$ cat src/rtl/core/nacs_pkg.sv
// Shared types and character constants for the nesting-aware comma splitter.
package nacs_pkg;

    typedef enum logic [2:0] {
        MODE_NORMAL = 3'd0,
        MODE_DQUOTE = 3'd1,
        MODE_SQUOTE = 3'd2,
        MODE_BLOCK  = 3'd3,
        MODE_LINE   = 3'd4
    } mode_t;

    typedef enum logic [1:0] {
        KIND_PAREN = 2'd0,
        KIND_BRACE = 2'd1,
        KIND_SQUARE = 2'd2,
        KIND_ANGLE = 2'd3
    } kind_t;

    typedef logic [7:0] char_t;

    localparam char_t CH_LPAREN    = 8'h28;
    localparam char_t CH_RPAREN    = 8'h29;
    localparam char_t CH_LBRACE    = 8'h7B;
    localparam char_t CH_RBRACE    = 8'h7D;
    localparam char_t CH_LSQUARE   = 8'h5B;
    localparam char_t CH_RSQUARE   = 8'h5D;
    localparam char_t CH_LANGLE    = 8'h3C;
    localparam char_t CH_RANGLE    = 8'h3E;
    localparam char_t CH_COMMA     = 8'h2C;
    localparam char_t CH_SLASH     = 8'h2F;
    localparam char_t CH_STAR      = 8'h2A;
    localparam char_t CH_NEWLINE   = 8'h0A;
    localparam char_t CH_DQUOTE    = 8'h22;
    localparam char_t CH_SQUOTE    = 8'h27;
    localparam char_t CH_BACKSLASH = 8'h5C;

    // Result tuser layout, lowest bit first.
    localparam int USER_KEEP_BIT  = 0;
    localparam int USER_SPLIT_BIT = 1;
    localparam int USER_OVF_BIT   = 2;
    localparam int USER_W         = 3;

endpackage

$ cat src/rtl/core/nesting_aware_comma_splitter_top.sv
// Top level of the nesting-aware comma splitter: per-byte scan, bracket stack, skid output.
//
//  Channel | Ports                          | Contents (lowest bit first)
//  --------+--------------------------------+----------------------------------------------
//  input   | s_tvalid s_tready s_tdata      | tdata: char_in[7:0]; tlast: last_char
//          | s_tlast                        |
//  result  | m_tvalid m_tready m_tdata      | tdata: char_out[7:0]; tuser: keep, split_here,
//          | m_tuser m_tlast                | nest_overflow; tlast: string_done
//
//  One byte per cycle while s_tready is high. Each accepted transfer is scanned in the
//  cycle it arrives; its result is registered into the output register, or into the skid
//  register while the output stalls. A two-entry output stage (output register plus skid
//  register) keeps s_tready high after m_tready drops, until the skid entry is full.
//  aresetn (synchronous, active low) clears mode, pending flags, stack count and the
//  valid bits; stack entries are only read below the count and need no clearing.
//  The bracket stack is a shift register: entry 0 is always the top.
module nesting_aware_comma_splitter_top #(
    parameter int NEST_DEPTH = 16
) (
    input  logic                         aclk,
    input  logic                         aresetn,
    input  logic                         s_tvalid,
    output logic                         s_tready,
    input  logic [7:0]                   s_tdata,   // [7:0] char_in
    input  logic                         s_tlast,   // last_char
    output logic                         m_tvalid,
    input  logic                         m_tready,
    output logic [7:0]                   m_tdata,   // [7:0] char_out
    output logic [nacs_pkg::USER_W-1:0]  m_tuser,   // [0] keep, [1] split_here,
                                                    // [2] nest_overflow
    output logic                         m_tlast    // string_done
);
    import nacs_pkg::*;

    localparam int CNT_W = $clog2(NEST_DEPTH + 1);

    // scan state
    mode_t             mode_reg, mode_next;
    logic              slash_reg, slash_next;
    logic              star_reg, star_next;
    logic              esc_reg, esc_next;
    logic [CNT_W-1:0]  count_reg, count_next;
    kind_t             stack_reg [NEST_DEPTH];

    // stack operation for this transfer
    logic              push_en, pop_en;
    kind_t             push_kind;

    // result of this transfer
    logic              keep_c, split_c, ovf_c;

    // output stage
    logic              out_valid_reg, skid_valid_reg;
    logic [7:0]        out_data_reg, skid_data_reg;
    logic [USER_W-1:0] out_user_reg, skid_user_reg;
    logic              out_last_reg, skid_last_reg;

    logic              s_xfer;
    logic              out_free;
    logic [USER_W-1:0] user_c;

    logic              is_opener, is_closer;
    kind_t             open_kind, close_kind;
    logic              stack_full, stack_empty;

    assign s_tready    = !skid_valid_reg;
    assign s_xfer      = s_tvalid && s_tready;
    assign out_free    = !out_valid_reg || m_tready;
    assign stack_full  = (count_reg == CNT_W'(NEST_DEPTH));
    assign stack_empty = (count_reg == '0);

    // bracket decode
    always_comb begin
        is_opener = 1'b1;
        open_kind = KIND_PAREN;
        unique case (s_tdata)
            CH_LPAREN:  open_kind = KIND_PAREN;
            CH_LBRACE:  open_kind = KIND_BRACE;
            CH_LSQUARE: open_kind = KIND_SQUARE;
            CH_LANGLE:  open_kind = KIND_ANGLE;
            default:    is_opener = 1'b0;
        endcase
        is_closer  = 1'b1;
        close_kind = KIND_PAREN;
        unique case (s_tdata)
            CH_RPAREN:  close_kind = KIND_PAREN;
            CH_RBRACE:  close_kind = KIND_BRACE;
            CH_RSQUARE: close_kind = KIND_SQUARE;
            CH_RANGLE:  close_kind = KIND_ANGLE;
            default:    is_closer = 1'b0;
        endcase
    end

    // per-byte scan: next state and result
    always_comb begin
        mode_next  = mode_reg;
        slash_next = slash_reg;
        star_next  = star_reg;
        esc_next   = esc_reg;
        push_en    = 1'b0;
        pop_en     = 1'b0;
        push_kind  = open_kind;
        keep_c     = 1'b1;
        split_c    = 1'b0;
        ovf_c      = 1'b0;

        unique case (mode_reg)
            MODE_BLOCK: begin
                if (star_reg && s_tdata == CH_SLASH) begin
                    mode_next = MODE_NORMAL;
                    star_next = 1'b0;
                end else begin
                    star_next = (s_tdata == CH_STAR);
                end
            end
            MODE_LINE: begin
                if (s_tdata == CH_NEWLINE) begin
                    mode_next = MODE_NORMAL;
                end
            end
            MODE_DQUOTE, MODE_SQUOTE: begin
                if (esc_reg) begin
                    esc_next = 1'b0;
                end else if (s_tdata == CH_BACKSLASH) begin
                    esc_next = 1'b1;
                end else if (s_tdata == ((mode_reg == MODE_DQUOTE) ? CH_DQUOTE : CH_SQUOTE))
                begin
                    mode_next = MODE_NORMAL;
                end
            end
            default: begin
                // normal mode; a pending slash may turn this byte into a comment opener
                mode_next  = MODE_NORMAL;
                slash_next = 1'b0;
                if (slash_reg && s_tdata == CH_STAR) begin
                    mode_next = MODE_BLOCK;
                    star_next = 1'b0;
                end else if (slash_reg && s_tdata == CH_SLASH) begin
                    mode_next = MODE_LINE;
                end else if (s_tdata == CH_SLASH) begin
                    slash_next = 1'b1;
                end else if (s_tdata == CH_DQUOTE) begin
                    mode_next = MODE_DQUOTE;
                    esc_next  = 1'b0;
                end else if (s_tdata == CH_SQUOTE) begin
                    mode_next = MODE_SQUOTE;
                    esc_next  = 1'b0;
                end else if (is_opener) begin
                    push_en = !stack_full;
                    ovf_c   = stack_full;
                end else if (is_closer) begin
                    pop_en = !stack_empty && (stack_reg[0] == close_kind);
                end else if (s_tdata == CH_COMMA && stack_empty) begin
                    keep_c  = 1'b0;
                    split_c = 1'b1;
                end
            end
        endcase

        count_next = count_reg;
        if (push_en) begin
            count_next = count_reg + CNT_W'(1);
        end else if (pop_en) begin
            count_next = count_reg - CNT_W'(1);
        end

        // end of string: drop everything
        if (s_tlast) begin
            mode_next  = MODE_NORMAL;
            slash_next = 1'b0;
            star_next  = 1'b0;
            esc_next   = 1'b0;
            count_next = '0;
        end
    end

    always_ff @(posedge aclk) begin
        if (!aresetn) begin
            mode_reg  <= MODE_NORMAL;
            slash_reg <= 1'b0;
            star_reg  <= 1'b0;
            esc_reg   <= 1'b0;
            count_reg <= '0;
        end else if (s_xfer) begin
            mode_reg  <= mode_next;
            slash_reg <= slash_next;
            star_reg  <= star_next;
            esc_reg   <= esc_next;
            count_reg <= count_next;
        end
    end

    // shift-register stack, entry 0 is the top
    for (genvar i = 0; i < NEST_DEPTH; i++) begin : g_stack
        if (i == 0) begin : g_top
            always_ff @(posedge aclk) begin
                if (s_xfer && push_en) begin
                    stack_reg[i] <= push_kind;
                end else if (s_xfer && pop_en && NEST_DEPTH > 1) begin
                    stack_reg[i] <= stack_reg[(i + 1) % NEST_DEPTH];
                end
            end
        end else if (i == NEST_DEPTH - 1) begin : g_bottom
            always_ff @(posedge aclk) begin
                if (s_xfer && push_en) begin
                    stack_reg[i] <= stack_reg[i-1];
                end
            end
        end else begin : g_mid
            always_ff @(posedge aclk) begin
                if (s_xfer && push_en) begin
                    stack_reg[i] <= stack_reg[i-1];
                end else if (s_xfer && pop_en) begin
                    stack_reg[i] <= stack_reg[i+1];
                end
            end
        end
    end

    always_comb begin
        user_c                 = '0;
        user_c[USER_KEEP_BIT]  = keep_c;
        user_c[USER_SPLIT_BIT] = split_c;
        user_c[USER_OVF_BIT]   = ovf_c;
    end

    // output register with skid entry
    always_ff @(posedge aclk) begin
        if (!aresetn) begin
            out_valid_reg  <= 1'b0;
            skid_valid_reg <= 1'b0;
        end else if (out_free) begin
            out_valid_reg  <= skid_valid_reg || s_xfer;
            skid_valid_reg <= 1'b0;
        end else if (s_xfer) begin
            skid_valid_reg <= 1'b1;
        end
    end

    always_ff @(posedge aclk) begin
        if (out_free) begin
            if (skid_valid_reg) begin
                out_data_reg <= skid_data_reg;
                out_user_reg <= skid_user_reg;
                out_last_reg <= skid_last_reg;
            end else if (s_xfer) begin
                out_data_reg <= s_tdata;
                out_user_reg <= user_c;
                out_last_reg <= s_tlast;
            end
        end else if (s_xfer) begin
            skid_data_reg <= s_tdata;
            skid_user_reg <= user_c;
            skid_last_reg <= s_tlast;
        end
    end

    assign m_tvalid = out_valid_reg;
    assign m_tdata  = out_data_reg;
    assign m_tuser  = out_user_reg;
    assign m_tlast  = out_last_reg;

endmodule

$ cat config.mk
export PLATFORM = sky130hd
export DESIGN_NAME = nesting_aware_comma_splitter_top
export DESIGN_NICKNAME = d
export VERILOG_FILES = /design/src/rtl/core/nacs_pkg.sv /design/src/rtl/core/nesting_aware_comma_splitter_top.sv
export SDC_FILE = /design/constraint.sdc
export NUM_CORES = 1
export LEC_CHECK = 0
export BUFFER_PORTS_ARGS = -buffer_cell sky130_fd_sc_hd__buf_2
export CORE_UTILIZATION = 50
export CTS_BUF_LIST = sky130_fd_sc_hd__clkbuf_2 sky130_fd_sc_hd__clkbuf_4 sky130_fd_sc_hd__clkbuf_8
export DETAILED_ROUTE_END_ITERATION = 10
export GPL_TIMING_DRIVEN = 1
export HOLD_SLACK_MARGIN = 0.15
export PLACE_DENSITY = 0.72
export SYNTH_ARGS = -nofsm -noshare
export SYNTH_HDL_FRONTEND = slang
export SYNTH_SLANG_ARGS = --single-unit
$ cat constraint.sdc
create_clock -name aclk -period 6.5 [get_ports aclk]
set_input_delay 1.625 -clock aclk [delete_from_list [all_inputs] [get_ports aclk]]
set_output_delay 1.625 -clock aclk [all_outputs]
set_load 0.01 [all_outputs]
==> run_results.csv <==
group,metric,value,unit
placed_design,port_buffers,26,
worst_hold_path,min_path_type,"register to register",
routing,drc,1,
sta,finalSetupViolCount,0,
sta,drv_slew,0,
worst_hold_path,hold_start,"stack_reg[1][12]",
synth,synthFlopType,"edfxtp_1",
grt,grt_pass1_vias,2142,
synth,syn_nets,294,
setup_path,crit_family,"compound AO/OA/AOI/OAI gates",
routing,vias,2264,
synth,yosys_warnings,0,
finish,fin_nets,318,
outcome,violations,"DRC",
routing,ant_nets,0,
synth,yosysUniqueCellTypes,59,
synth,synth-simple-area-share,15.4,%
finish,final_core_utilization,57.2,%
sta,period_share,64.8,%
floorplanning,die_y,85.4,microns
pwr,p_total,0.000918,W
floorplanning,floorplan.initialDensity,51.4,%
sta,relSlewSlack,19.5,%
grt,grt_antenna_before_repair,0,
sta,finalClockSkew,0.00861,ns
synth,ys_seq_elements,69,
setup_path,cp_data_required_time,6.73,ns
finish,area_growth,11.2,%
synth,synth-compound-area-share,9.18,%
routing,wl_per_cell,16.4,microns
setup_path,crit_chain,"buf_2, or2_2, o32ai_1, nand4_1, fa_1, a21o_1, a21oi_1, xor2_1, o311a_1, o31a_1",
setup_path,end_kind,"register",
synth,synthCells,277,
finish,n_antenna_cell,0,
outcome,status,"complete, but fails checks",
setup_path,r2r_start,"mode_reg[1]",
finish,largest_reg_flops,32,
setup_path,start_kind,"input pin",
clocking,cts.sinks,69,
clocking,clkTransAtPathRegs,0.08,ns
synth,ys_top_cells_by_area,"edfxtp_1 48%, dfxtp_1 7.5%, mux2_1 6.5%",
placed_design,dp_hpwl,4310,microns
placed_design,dp.cells,370,
pwr,p_leak,1.35,nW
finish,layout_common_cells,"56 x edfxtp_1, 26 x buf_2, 20 x mux2_1",
sta,worstMarginPinSlew,1.20,ns
grt,grt_usage,18.8,%
pwr,power_density,238,nW/um^2
clocking,insertion_delay,0.34,ns
routing,drt-total-wl,6320,microns
finish,drive_gt1_share,21.6,%
floorplanning,dieWidth,85.4,microns
synth,yosys.area_share.adder,1.66,%
setup_path,slowest_stage,"fa_1",
synth,synthDominantCellAreaShare,48.4,%
setup_path,slowest_delay,0.51,ns
clocking,cts-root-buf,"clkbuf_8",
clocking,htree_levels,3,
setup_path,path_buf_inv,1,
pwr,vdd_drop_max,0.0960,mV
synth,synth_edf_count,56,
clocking,post_cts_buffers,0,
grt,grt_max_degree,31,
grt,grt.overflow.total,0,
synth,synth_top_family_by_area,"simple AND/OR/NAND/NOR gates",
floorplanning,rows,30,
synth,syn_area_per_cell,12.5,sq um
synth,synth_xor_area_share,2.27,%
job,cap_violations,0,
finish,final_common_cell,"edfxtp_1",
floorplanning,io_pins,27,
grt,grt_pass1_wl,10500,microns
floorplanning,dieArea,7290,sq um
setup_path,cp.arrival,4.44,ns
routing,drtPass1Iterations,7,
floorplanning,core,6760,sq um
sta,grt_setup_unrepaired,"false",
synth,synth_mux_area_share,12.5,%
synth,netlist_area,3470,sq um
clocking,cts_tree,"done",
synth,async_reset_ff_share,0,%
setup_path,crit_fanout,16,
setup_path,crit_start,"s_tdata[0]",
setup_path,critical_path_class,"input pin to register",
clocking,holdBufCountCts,0,
synth,ys_seq_area_share,55.9,%
sta,period_needed,4.21,ns
routing,vias_per_cell,5.87,
clocking,clockBufferDepth,2,
sta,final-hold-violation-count,0,
synth,synth_top_area_cell,"edfxtp_1",
clocking,cts_made_buffers,9,
sta,tns,0,ns
routing,drtIter0Drc,154,
finish,layoutNonFillerInstCount,386,
clocking,ctsResizeCount,0,
placed_design,pre_cts_ws,1.95,ns
placed_design,place.gp.congestion,0.861,
sta,max_freq,237,MHz
sta,setup_ws,2.29,ns
## metrics by stage
| step | hold slack (ns) | cell area [sq um] |
|---|---|---|
| 2_1_floorplan | 0.419 | 3470 |
| 3_3_place_gp | 0.431 | 3640 |
| 3_5_place_dp | 0.437 | 3640 |
| 4_1_cts | 0.453 | 3860 |
| 5_1_grt | 0.464 | 3860 |
| 6_report | 0.449 | 3860 |
## synthesized netlist by cell type (5+ instances only)
master	n
mux2_2	15
a21oi_1	6
inv_1	7
edfxtp_1	56
xor2_1	5
dfxtp_1	13
nand2_1	15
nor2_1	17
o21ai_0	11
nor2b_1	7
clkbuf_1	9
nor4b_1	6
nand4_1	5
mux2_1	20
## final cells by class
type	count	area (sq um)
multi-input combinational	186	1430
clock inverter	7	97.6
sequential	69	1940
tap	80	100
inverter	7	26.3
fill	548	2890
clock buffer	9	124
timing repair buffer	28	145
## final timing paths
| check | endpoint | depth (start not counted) | slack (ns) |
|---|---|---|---|
| setup / recovery | count_reg[4] | 10 | 2.29 |
| hold / removal | stack_reg[1][14] | 0 | 0.45 |
| setup reg to reg | count_reg[4] | 9 | 3.59 |
| hold reg to reg | stack_reg[1][14] | 0 | 0.45 |
## cell families after synthesis
family | after synthesis
and+or+nand+nor | 89
DFF | 69
AOI/OAI and AO/OA | 45
muxes | 39
buffers and inverters | 22
xor gates and xnor gates | 9
adders and majority gates | 4
## where the power goes
part | internal [W] | leakage (nW) | switching [W] | total (W)
Combinational | 0.0000181 | 0.626 | 0.0000315 | 0.0000496
Clock | 0.000217 | 0.107 | 0.000165 | 0.000383
Sequential | 0.000483 | 0.616 | 0.00000281 | 0.000485
Total | 0.000718 | 1.35 | 0.000200 | 0.000918
## layer usage
metal  GRT usage (%)  wire, microns
met2            29.4           3040
met3            4.57            224
met4            6.36             23
met1            25.7           3030
met5               0              0
Note: power is estimated with default switching activity, not from simulation.
